File: config.mk
export PLATFORM = sky130hd
export DESIGN_NAME = sensor_word_frame_decoder_core
export DESIGN_NICKNAME = d
export VERILOG_FILES = /design/src/hdl/swfd_pkg.sv /design/src/hdl/swfd_framer.sv /design/src/hdl/swfd_convert.sv /design/src/hdl/sensor_word_frame_decoder_core.sv
export SDC_FILE = /design/constraint.sdc
export NUM_CORES = 1
export LEC_CHECK = 0
export BUFFER_PORTS_ARGS = -buffer_cell sky130_fd_sc_hd__clkbuf_2
export CORE_MARGIN = 5
export CORE_UTILIZATION = 45
export DETAILED_ROUTE_END_ITERATION = 10
export SLEW_MARGIN = 20
export SYNTH_ARGS = -nofsm -noshare
export SYNTH_HDL_FRONTEND = slang
export SYNTH_SLANG_ARGS = --single-unit
File: constraint.sdc
create_clock -name clk -period 14.7 [get_ports clk]
set_input_delay 2.94 -clock clk [delete_from_list [all_inputs] [get_ports clk]]
set_output_delay 2.94 -clock clk [all_outputs]
set_load 0.02 [all_outputs]
File: src/hdl/swfd_pkg.sv
`timescale 1ns / 1ps
// ----------------------------------------------------------------------------
// swfd_pkg
// Shared types, constants and the CRC-8 helper for the sensor word deframer.
// ----------------------------------------------------------------------------
package swfd_pkg;

  localparam logic [7:0]  CRC_POLY   = 8'h31;
  localparam logic [7:0]  CRC_INIT   = 8'hFF;
  localparam logic [10:0] READY_MASK = 11'h7FF;

  localparam logic [1:0] POS_HIGH = 2'd0;
  localparam logic [1:0] POS_LOW  = 2'd1;
  localparam logic [1:0] POS_CRC  = 2'd2;

  localparam logic [1:0] IDX_CO2  = 2'd0;
  localparam logic [1:0] IDX_TEMP = 2'd1;

  localparam logic       KIND_STATUS = 1'b0;
  localparam logic       KIND_MEAS   = 1'b1;

  localparam logic [14:0] TEMP_SCALE  = 15'd17500;
  localparam logic [14:0] HUM_SCALE   = 15'd10000;
  localparam logic [16:0] TEMP_OFFSET = 17'd4500;
  localparam logic [16:0] FULL_SCALE  = 17'd65535;

  localparam int DATA_W = 40;

  typedef struct packed {
    logic [1:0]  word_index;
    logic [15:0] raw_word;
    logic        crc_ok;
    logic        frame_good;
    logic        last;
    logic        kind;
  } word_evt_t;

  function automatic logic [7:0] crc_feed(input logic [7:0] crc, input logic [7:0] b);
    logic [7:0] c;
    c = crc ^ b;
    for (int i = 0; i < 8; i++) begin
      if (c[7]) begin
        c = {c[6:0], 1'b0} ^ CRC_POLY;
      end else begin
        c = {c[6:0], 1'b0};
      end
    end
    return c;
  endfunction

endpackage

File: src/hdl/swfd_framer.sv
`timescale 1ns / 1ps
// ----------------------------------------------------------------------------
// swfd_framer
// Byte triplet framing, running CRC-8 check and frame status; registers one
// completed word per CRC byte.
// ----------------------------------------------------------------------------
module swfd_framer (
  input  logic                clk,
  input  logic                rst_n,
  input  logic                in_valid,
  output logic                in_ready,
  input  logic [7:0]          rx_byte,
  input  logic                frame_start,
  input  logic                response_kind,
  output swfd_pkg::word_evt_t evt,
  output logic                evt_valid,
  input  logic                evt_ready
);
  import swfd_pkg::*;

  logic [1:0] pos_r, pos_nxt;
  logic [1:0] wcnt_r, wcnt_nxt;
  logic [7:0] high_r, high_nxt;
  logic [7:0] low_r, low_nxt;
  logic [7:0] crc_r, crc_nxt;
  logic       fok_r, fok_nxt;
  word_evt_t  evt_r, evt_nxt;
  logic       evt_valid_r, evt_valid_nxt;

  logic [1:0] pos_eff, wcnt_eff, final_idx;
  logic [7:0] crc_eff;
  logic       fok_eff, ok, good, last, accept, emit, drain;

  assign drain    = evt_valid_r && evt_ready;
  assign in_ready = !evt_valid_r || evt_ready;
  assign accept   = in_valid && in_ready;

  always_comb begin
    pos_eff   = frame_start ? POS_HIGH : pos_r;
    wcnt_eff  = frame_start ? 2'd0 : wcnt_r;
    crc_eff   = frame_start ? CRC_INIT : crc_r;
    fok_eff   = frame_start ? 1'b1 : fok_r;
    final_idx = (response_kind == KIND_MEAS) ? 2'd2 : 2'd0;
    ok        = (crc_eff == rx_byte);
    good      = fok_eff && ok;
    last      = (wcnt_eff >= final_idx);

    pos_nxt  = pos_r;
    wcnt_nxt = wcnt_r;
    high_nxt = high_r;
    low_nxt  = low_r;
    crc_nxt  = crc_r;
    fok_nxt  = fok_r;
    emit     = 1'b0;

    evt_nxt            = evt_r;
    evt_nxt.word_index = wcnt_eff;
    evt_nxt.raw_word   = {high_r, low_r};
    evt_nxt.crc_ok     = ok;
    evt_nxt.frame_good = good;
    evt_nxt.last       = last;
    evt_nxt.kind       = response_kind;

    if (accept) begin
      wcnt_nxt = wcnt_eff;
      fok_nxt  = fok_eff;
      if (pos_eff == POS_LOW) begin
        low_nxt = rx_byte;
        crc_nxt = crc_feed(crc_eff, rx_byte);
        pos_nxt = POS_CRC;
      end else if (pos_eff != POS_CRC) begin
        high_nxt = rx_byte;
        crc_nxt  = crc_feed(CRC_INIT, rx_byte);
        pos_nxt  = POS_LOW;
      end else begin
        emit    = 1'b1;
        pos_nxt = POS_HIGH;
        crc_nxt = CRC_INIT;
        if (last) begin
          wcnt_nxt = 2'd0;
          fok_nxt  = 1'b1;
        end else begin
          wcnt_nxt = wcnt_eff + 2'd1;
          fok_nxt  = good;
        end
      end
    end

    if (emit) begin
      evt_valid_nxt = 1'b1;
    end else if (drain) begin
      evt_valid_nxt = 1'b0;
    end else begin
      evt_valid_nxt = evt_valid_r;
    end
  end

  always_ff @(posedge clk) begin
    if (!rst_n) begin
      pos_r       <= POS_HIGH;
      wcnt_r      <= 2'd0;
      high_r      <= 8'd0;
      low_r       <= 8'd0;
      crc_r       <= CRC_INIT;
      fok_r       <= 1'b1;
      evt_valid_r <= 1'b0;
    end else begin
      pos_r       <= pos_nxt;
      wcnt_r      <= wcnt_nxt;
      high_r      <= high_nxt;
      low_r       <= low_nxt;
      crc_r       <= crc_nxt;
      fok_r       <= fok_nxt;
      evt_valid_r <= evt_valid_nxt;
    end
  end

  always_ff @(posedge clk) begin
    if (emit) begin
      evt_r <= evt_nxt;
    end
  end

  assign evt       = evt_r;
  assign evt_valid = evt_valid_r;

endmodule

File: src/hdl/swfd_convert.sv
`timescale 1ns / 1ps
// ----------------------------------------------------------------------------
// swfd_convert
// Converts a completed word to its physical value (CO2 word passed raw, status
// words give a ready flag) and holds the result word in the output register.
// ----------------------------------------------------------------------------
module swfd_convert (
  input  logic                      clk,
  input  logic                      rst_n,
  input  swfd_pkg::word_evt_t       evt,
  input  logic                      evt_valid,
  output logic                      evt_ready,
  output logic                      out_tvalid,
  input  logic                      out_tready,
  output logic [swfd_pkg::DATA_W-1:0] out_tdata,
  output logic [1:0]                out_tuser,
  output logic                      out_tlast
);
  import swfd_pkg::*;

  logic [DATA_W-1:0] data_r, data_nxt;
  logic [1:0]        user_r;
  logic              last_r;
  logic              valid_r, valid_nxt;

  logic [14:0] scale;
  logic [30:0] prod;
  logic [16:0] part_sum;
  logic [14:0] quot;
  logic [16:0] conv;
  logic        ready_flag, load;

  assign evt_ready = !valid_r || out_tready;
  assign load      = evt_valid && evt_ready;

  // prod / 65535 = q0 + carry, where prod = 65536*q0 + r0 and carry = (q0 + r0 >= 65535)
  always_comb begin
    scale      = (evt.word_index == IDX_TEMP) ? TEMP_SCALE : HUM_SCALE;
    prod       = scale * evt.raw_word;
    part_sum   = {2'b00, prod[30:16]} + {1'b0, prod[15:0]};
    quot       = prod[30:16] + {14'd0, (part_sum >= FULL_SCALE)};
    ready_flag = (evt.raw_word[10:0] & READY_MASK) != 11'd0;

    if (evt.kind == KIND_STATUS) begin
      conv = {16'd0, ready_flag};
    end else begin
      case (evt.word_index)
        IDX_CO2:  conv = {1'b0, evt.raw_word};
        IDX_TEMP: conv = {2'b00, quot} - TEMP_OFFSET;
        default:  conv = {2'b00, quot};
      endcase
    end

    data_nxt = {4'd0, evt.frame_good, (evt.kind == KIND_STATUS) && ready_flag,
                conv, evt.crc_ok, evt.raw_word};

    if (load) begin
      valid_nxt = 1'b1;
    end else if (out_tready) begin
      valid_nxt = 1'b0;
    end else begin
      valid_nxt = valid_r;
    end
  end

  always_ff @(posedge clk) begin
    if (!rst_n) begin
      valid_r <= 1'b0;
    end else begin
      valid_r <= valid_nxt;
    end
  end

  always_ff @(posedge clk) begin
    if (load) begin
      data_r <= data_nxt;
      user_r <= evt.word_index;
      last_r <= evt.last;
    end
  end

  assign out_tvalid = valid_r;
  assign out_tdata  = data_r;
  assign out_tuser  = user_r;
  assign out_tlast  = last_r;

endmodule

File: src/hdl/sensor_word_frame_decoder_core.sv
`timescale 1ns / 1ps
// ----------------------------------------------------------------------------
// sensor_word_frame_decoder_core
// CRC-8 checked word deframer for sensor response bytes.
// ----------------------------------------------------------------------------
// Throughput: one byte per cycle while in_tready is high; one result word per three bytes.
// Path: the result is registered in the framer word register, then in the
//   conversion/output register, after the CRC byte is accepted.
// Input keeps flowing while one result waits; a second stalled word blocks.
// Reset: synchronous active-low; clears framing, CRC and flags, kind = 1.
// ----------------------------------------------------------------------------
module sensor_word_frame_decoder_core (
  input  logic        clk,
  input  logic        rst_n,
  input  logic        in_tvalid,
  output logic        in_tready,
  input  logic [7:0]  in_tdata,   // [7:0] rx_byte
  input  logic [0:0]  in_tuser,   // [0] frame_start
  output logic        out_tvalid,
  input  logic        out_tready,
  output logic [39:0] out_tdata,  // [15:0] raw_word, [16] crc_ok, [33:17] converted_value,
                                  // [34] data_ready, [35] frame_good, [39:36] zero
  output logic [1:0]  out_tuser,  // [1:0] word_index
  output logic        out_tlast,
  input  logic        cfg_wr_en,
  input  logic        cfg_wr_data
);
  import swfd_pkg::*;

  logic      kind_r;
  word_evt_t evt;
  logic      evt_valid, evt_ready;

  always_ff @(posedge clk) begin
    if (!rst_n) begin
      kind_r <= KIND_MEAS;
    end else if (cfg_wr_en) begin
      kind_r <= cfg_wr_data;
    end
  end

  swfd_framer u_framer (
    .clk           (clk),
    .rst_n         (rst_n),
    .in_valid      (in_tvalid),
    .in_ready      (in_tready),
    .rx_byte       (in_tdata),
    .frame_start   (in_tuser[0]),
    .response_kind (kind_r),
    .evt           (evt),
    .evt_valid     (evt_valid),
    .evt_ready     (evt_ready)
  );

  swfd_convert u_convert (
    .clk        (clk),
    .rst_n      (rst_n),
    .evt        (evt),
    .evt_valid  (evt_valid),
    .evt_ready  (evt_ready),
    .out_tvalid (out_tvalid),
    .out_tready (out_tready),
    .out_tdata  (out_tdata),
    .out_tuser  (out_tuser),
    .out_tlast  (out_tlast)
  );

endmodule

======== Word-level counts from Yosys, hierarchy flattened ========
Cells that the tools add are included.
word-level totals
  register bits ........................... 93
  output and inout port bits .............. 45
  word-level logic and storage cells ...... 140
  input bits .............................. 15
operators by class
  magnitude comparators ................... 2
  multiply operators ...................... 1
  reduce and logical (&&, ||, !) cells .... 14
  muxes and demuxes ....................... 76
  bitwise operators ....................... 20
  eq/ne operators ......................... 4
  add/subtract/negate cells ............... 4
operators with widths
  kind                                                                                    number
  8-bit 2-to-1 mux                                                                        38
  6-bit 2-to-1 mux                                                                        16
  3-bit inverter                                                                          16
  17-bit case mux with 2 select lines                                                     1
  15-bit by 16-bit multiplier with 31-bit output                                          1
  15-bit by 16-bit adder with 17-bit output                                               1
  17-bit by 16-bit greater-or-equal comparator with 1-bit output (second input constant)  1
  15-bit by 13-bit subtractor with 16-bit output (second input constant)                  1
  15-bit by 1-bit adder with 15-bit output                                                1
  15-bit 2-to-1 mux                                                                       1
  2-bit 2-to-1 mux                                                                        7
  1-bit 2-to-1 mux                                                                        13
  11-bit nonzero test                                                                     1
  8-bit == test                                                                           1
  8-bit inverter                                                                          1
  8-bit XOR                                                                               1
  2-bit by 1-bit == test with 1-bit output (second input constant)                        2
  1-bit logical AND                                                                       4
  2-bit nonzero test                                                                      2
  3-bit AND reduction                                                                     1
  2-bit by 1-bit adder with 2-bit output (second input constant)                          1
  2-bit greater-or-equal comparator                                                       1
  1-bit zero test                                                                         2
  2-bit zero test                                                                         1
  4 further kinds                                                                         6

======== Depth between registers and ports, before layout ========
  word-level depth ........................ 40
  depth in mapped cells ................... 52
  mapped depth without buffers ............ 47

======== Cells and area by module ========
A second synthesis with hierarchy kept.
unflattened totals
  cells, all modules ...................... 1144
  area, all modules ....................... 11050.6 um2
modules (own cells, without submodules)
  module                          area an instance (um2)  instances  cells each
  swfd_convert                    8391.8                  1          876
  swfd_framer                     2625.0                  1          265
  sensor_word_frame_decoder_core  33.8                    1          3

======== Worst setup path before layout ========
No wires, ideal clock.
  path kind ............................... register to register
  start ................................... register u_framer.evt_r, in the netlist u_framer.evt[20]
  end ..................................... register u_convert.data_r[31], in the netlist u_convert.out_tdata[31] (data pin)
  slack ................................... 3.760 ns
  arrival ................................. 10.680 ns
  stages on the path, launching flop included .. 51
  setup time .............................. 0.261 ns
  required time ........................... 14.439 ns
  path buffers ............................ 6
  clock period less this slack ............ 10.940 ns
  path through ............................ edfxtp_1 clkbuf_1 nor2b_1 clkbuf_1 clkbuf_1 nand2_1 inv_1 ha_1 inv_1 fa_1 inv_1 fa_1 inv_1 fa_1 inv_1 fa_1 ha_1 ha_1 (+15 left out) o21a_1 o21a_1 a221o_1 a2111oi_0 nor3_1 o22ai_1 ha_1 ha_1 inv_1 a2111oi_4 and3_1 buf_4 or4b_1 nor3_1 xnor2_1 o21ai_1 and2_1 a221o_1
between the ends
  word-level cells in the longest chain between the ends .. 8
  elaborated cells on any way between the ends .. 9
  those cells by class .................... 3 x add/sub; 1 x mul; 1 x order compare; 1 x eq/ne; 2 x mux; 1 x reduce/logical
ends and longest elaborated chain
  element                                                         RTL line                                text
  start, declared                                                 swfd_framer.sv:27                       word_evt_t evt_r, evt_nxt;
  start signal, assigned                                          swfd_framer.sv:120                      evt_r <= evt_nxt;
  2-bit by 1-bit == test with 1-bit output                        swfd_convert.sv:38, swfd_convert.sv:47
  15-bit 2-to-1 mux                                               swfd_convert.sv:38                      scale = (evt.word_index == IDX_TEMP) ? TEMP_SCALE : HUM_SCALE;
  15-bit by 16-bit multiplier with 31-bit output                  swfd_convert.sv:39                      prod = scale * evt.raw_word;
  15-bit by 16-bit adder with 17-bit output                       swfd_convert.sv:40                      part_sum = {2'b00, prod[30:16]} + {1'b0, prod[15:0]};
  17-bit by 16-bit greater-or-equal comparator with 1-bit output  swfd_convert.sv:41                      quot = prod[30:16] + {14'd0, (part_sum >= FULL_SCALE)};
  15-bit by 1-bit adder with 15-bit output                        swfd_convert.sv:41
  15-bit by 13-bit subtractor with 16-bit output                  swfd_convert.sv:49                      IDX_TEMP: conv = {2'b00, quot} - TEMP_OFFSET;
  17-bit case mux with 2 select lines *                           swfd_convert.sv:47                      case (evt.word_index)
  end signal, assigned                                            swfd_convert.sv:76                      data_r <= data_nxt;
  end, declared                                                   swfd_convert.sv:21                      logic [DATA_W-1:0] data_r, data_nxt;
Mark *: on every way between the ends. The rest lies on a longest branch, timed or not.
A chain may end at the register's enable or synchronous reset.

======== Worst setup path after layout ========
  start ................................... register u_framer.evt_r, in the netlist u_framer.evt[21]
  end ..................................... register u_convert.data_r[31], in the netlist u_convert.out_tdata[31] (data pin)
The elaborated chain is that of the path after synthesis.

==> impl_metrics.env <==
export IMPL_top_layer_used="met4"
export IMPL_crit_arrival_ns=12.96
export IMPL_synth_edf_count=61
export IMPL_met3_length_um=1560
export IMPL_boundaryPins=60
export IMPL_criticalPathCategory="register to register"
export IMPL_final_hold_viol_count=0
export IMPL_grt_pass1_vias=8204
export IMPL_synth_top_family_by_area="adder cells"
export IMPL_n_antenna_cell=0
export IMPL_end_kind="register"
export IMPL_wl_um=28300
export IMPL_yosys_register_bits=93
export IMPL_met2_length_um=13100
export IMPL_die_area_um2=27100
export IMPL_path_clk_slew_ns=0.08
export IMPL_ys_seq_area_share_pct=23.0
export IMPL_synth_cell_types=88
export IMPL_num_vias=8388
export IMPL_dp_hpwl_um=23200
export IMPL_antenna_found_initial=0
export IMPL_postSynthCellCount=1131
export IMPL_min_to="u_convert.out_tlast"
export IMPL_min_path_type="register to register"
export IMPL_rsz0062_at_grt="no"
export IMPL_tightest_slew_ns=0.912
export IMPL_grt_pass1_wl_um=44100
export IMPL_p_per_area_nw_per_um2=104
export IMPL_overflow=0
export IMPL_first_iter_violations=676
export IMPL_cts_hold_buf=0
export IMPL_drv_slew=0
export IMPL_post_cts_buffers=0
export IMPL_cts_buffer_depth=2
export IMPL_route_detailed_drc=0
export IMPL_fp_dieH_um=165
export IMPL_post_cts_resized=0
export IMPL_areaGrowthSynthToFinish_pct=8.62
export IMPL_initial_core_util_pct=45.8
export IMPL_synthAdderAreaFrac_pct=33.4
export IMPL_track_usage_pct=21.1
export IMPL_cts_buffers=9
export IMPL_max_cap_violations=0
export IMPL_row_count=56
export IMPL_clkLatencyLatePin_ns=0.36
export IMPL_ys_warn_count=0
export IMPL_dp_slack_ns=1.76
export IMPL_hold_depth=0
export IMPL_setup_ws_ns=1.85
export IMPL_synth_ff_type="edfxtp_1"
export IMPL_yosysTopAreaCellShare_pct=17.0
export IMPL_finish_net_count=1433
export IMPL_critPathMaxStageDelay_ns=0.86
export IMPL_ir_drop_mv=0.0498
export IMPL_synth_area_leaders="edfxtp_1 (17%), fa_1 (17%), ha_1 (16%)"
export IMPL_synth_area_per_cell_um2=9.53
export IMPL_die_w_um=165
export IMPL_port_buffers=55
export IMPL_cp_common_cell="ha_1"
export IMPL_cts_max_level=3
export IMPL_layout_commonest_cell="inv_1"
export IMPL_hold_path_startpoint="u_framer.evt[1]"
export IMPL_synth_top_cell_by_area="edfxtp_1"
export IMPL_tritoncts="yes"
export IMPL_synth_compound_gate_area_share_pct=16.0
export IMPL_syn_area_um2=10800
export IMPL_clock_root_buffer="clkbuf_16"
export IMPL_crit_required_ns=14.81
export IMPL_regToRegStartpoint="u_framer.evt[21]"
export IMPL_drt_pass1_iterations=5
export IMPL_synth_area_mux_share_pct=0.395
export IMPL_rrSetupSlack_ns=1.85
export IMPL_crit_path_top_delay_cell="edfxtp_1"
export IMPL_cts_sinks=93
export IMPL_coreArea_um2=23500
export IMPL_synth_async_sr_flop_share_pct=0
export IMPL_wire_per_inst_um=18.8
export IMPL_r2r_cells=40
export IMPL_fin_skew_ns=0.00802
export IMPL_fillers=2262
export IMPL_fmax_mhz=77.8
export IMPL_timing_final_crit_share_pct=87.4
export IMPL_layout_common_cells="inv_1 (148), ha_1 (142), nand2_1 (114)"
export IMPL_avgViaCountPerCell=5.56
export IMPL_wl_met1_um=12900
export IMPL_place_congestion=0.919
export IMPL_startpoint_type="register"
export IMPL_reg2reg_to="u_convert.out_tdata[31]"
export IMPL_period_needed_ns=12.85
export IMPL_final_setup_tns_ns=0
export IMPL_grt_max_degree=40
export IMPL_setup_viol=0
export IMPL_status="finished clean"
export IMPL_yosys_area_share_simple_pct=14.0
export IMPL_slew_limit_headroom_pct=39.1
export IMPL_ant_nets=0
export IMPL_synthXorXnorAreaFrac_pct=6.18
export IMPL_layout_drive_gt1_share_pct=9.50
export IMPL_critical_path_max_fanout=20
export IMPL_p_leak_nw=5.61
-- cell usage after synthesis, drive strengths merged (5+ instances only) --
cell type	number
nand2b	12
dfxtp	32
nand4	8
nor3	18
o21a	8
inv	148
nor3b	5
nor4	7
nor2b	17
or2	5
a211oi	21
and3	5
edfxtp	61
o211ai	8
ha	142
a221oi	11
fa	91
o22ai	5
or4	5
a21boi	23
nand3	29
a22oi	7
o211a	5
nor2	46
a21o	21
o21ai	36
xor2	19
clkbuf	31
and2	13
xnor2	57
buf	14
nand2	114
a21oi	53
-- worst max path at each step --
stage | to | slack (ns) | from
final | u_convert.out_tdata[31] | 1.85 | u_framer.evt[21]
after global routing | u_convert.out_tdata[31] | 1.33 | u_framer.evt[21]
after CTS | u_convert.out_tdata[31] | 1.69 | u_framer.evt[20]
after detailed placement | u_convert.out_tdata[31] | 1.76 | u_framer.evt[20]
after global placement | u_convert.out_tdata[31] | 1.81 | u_framer.evt[20]
after floorplan | u_convert.out_tdata[31] | 3.76 | u_framer.evt[20]
-- per-layer routing --
metal | GRT usage [%] | vias up
li1 | - | 3994
met1 | 29.6 | 4076
met2 | 33.6 | 274
met3 | 3.69 | 44
met4 | 6.01 | 0
met5 | 0 | -
-- logic make-up (layout without fill, tap and decap cells) --
group,Yosys count,count (layout)
AND/OR/NAND/NOR,297,297
adder cells (fa/ha/maj),233,233
AO/OA/AOI/OAI,232,232
buffers and inverters,194,222
flip-flops,93,93
XOR/XNOR,76,76
multiplexers,4,4
other,2,33
-- per-stage QoR --
stage	hold slack, ns	cells	util [%]	power, mW	instance area [um2]
after floorplan	0.400	1162	-	0.817	10900
after global placement	0.411	1493	48.4	0.965	11400
after detailed placement	0.407	1493	48.4	0.966	11400
after CTS	0.422	1509	49.7	1.22	11700
after global routing	0.436	1509	49.7	1.30	11700
final	0.426	1509	49.7	1.22	11700
-- power breakdown --
part / internal [mW] / leakage (nW) / switching [mW]
combinational: 0.260 / 4.62 / 0.424
sequential: 0.282 / 0.842 / 0.00496
clock: 0.130 / 0.153 / 0.119
total: 0.672 / 5.61 / 0.548
-- critical path, delay by kind of cell (launching register included) --
kind / cells / cell delay (ns)
XOR/XNOR: 1 / 0.36
flip-flops: 1 / 0.86
buffers and inverters: 4 / 1.04
AO/OA/AOI/OAI: 17 / 4.37
adder cells (fa/ha/maj): 10 / 3.76
AND/OR/NAND/NOR: 8 / 2.19
-- registers in the layout, indices dropped and copies added, names as in the netlist --
signal and count:
u_framer.crc_r 8, u_convert.out_tuser 2, u_framer.high_r 8, u_framer.evt 22
u_framer.fok_r 1, kind_r 1, u_framer.pos_r 2, u_framer.evt_valid 1
u_convert.out_tvalid 1, u_framer.wcnt_r 2, u_framer.low_r 8, u_convert.out_tlast 1
u_convert.out_tdata 36
-- area by class of cell --
cell class | count | area (um2) | area share, %
multi-input cells | 875 | 7670 | 65.6
flip-flops and latches | 93 | 2470 | 21.1
inverters | 149 | 559 | 4.78
well taps | 319 | 399 | 3.41
repair buffers | 57 | 290 | 2.48
clock buffers | 10 | 250 | 2.14
clock inverters | 6 | 57.6 | 0.492
Note: power is estimated with default switching activity, not from simulation.
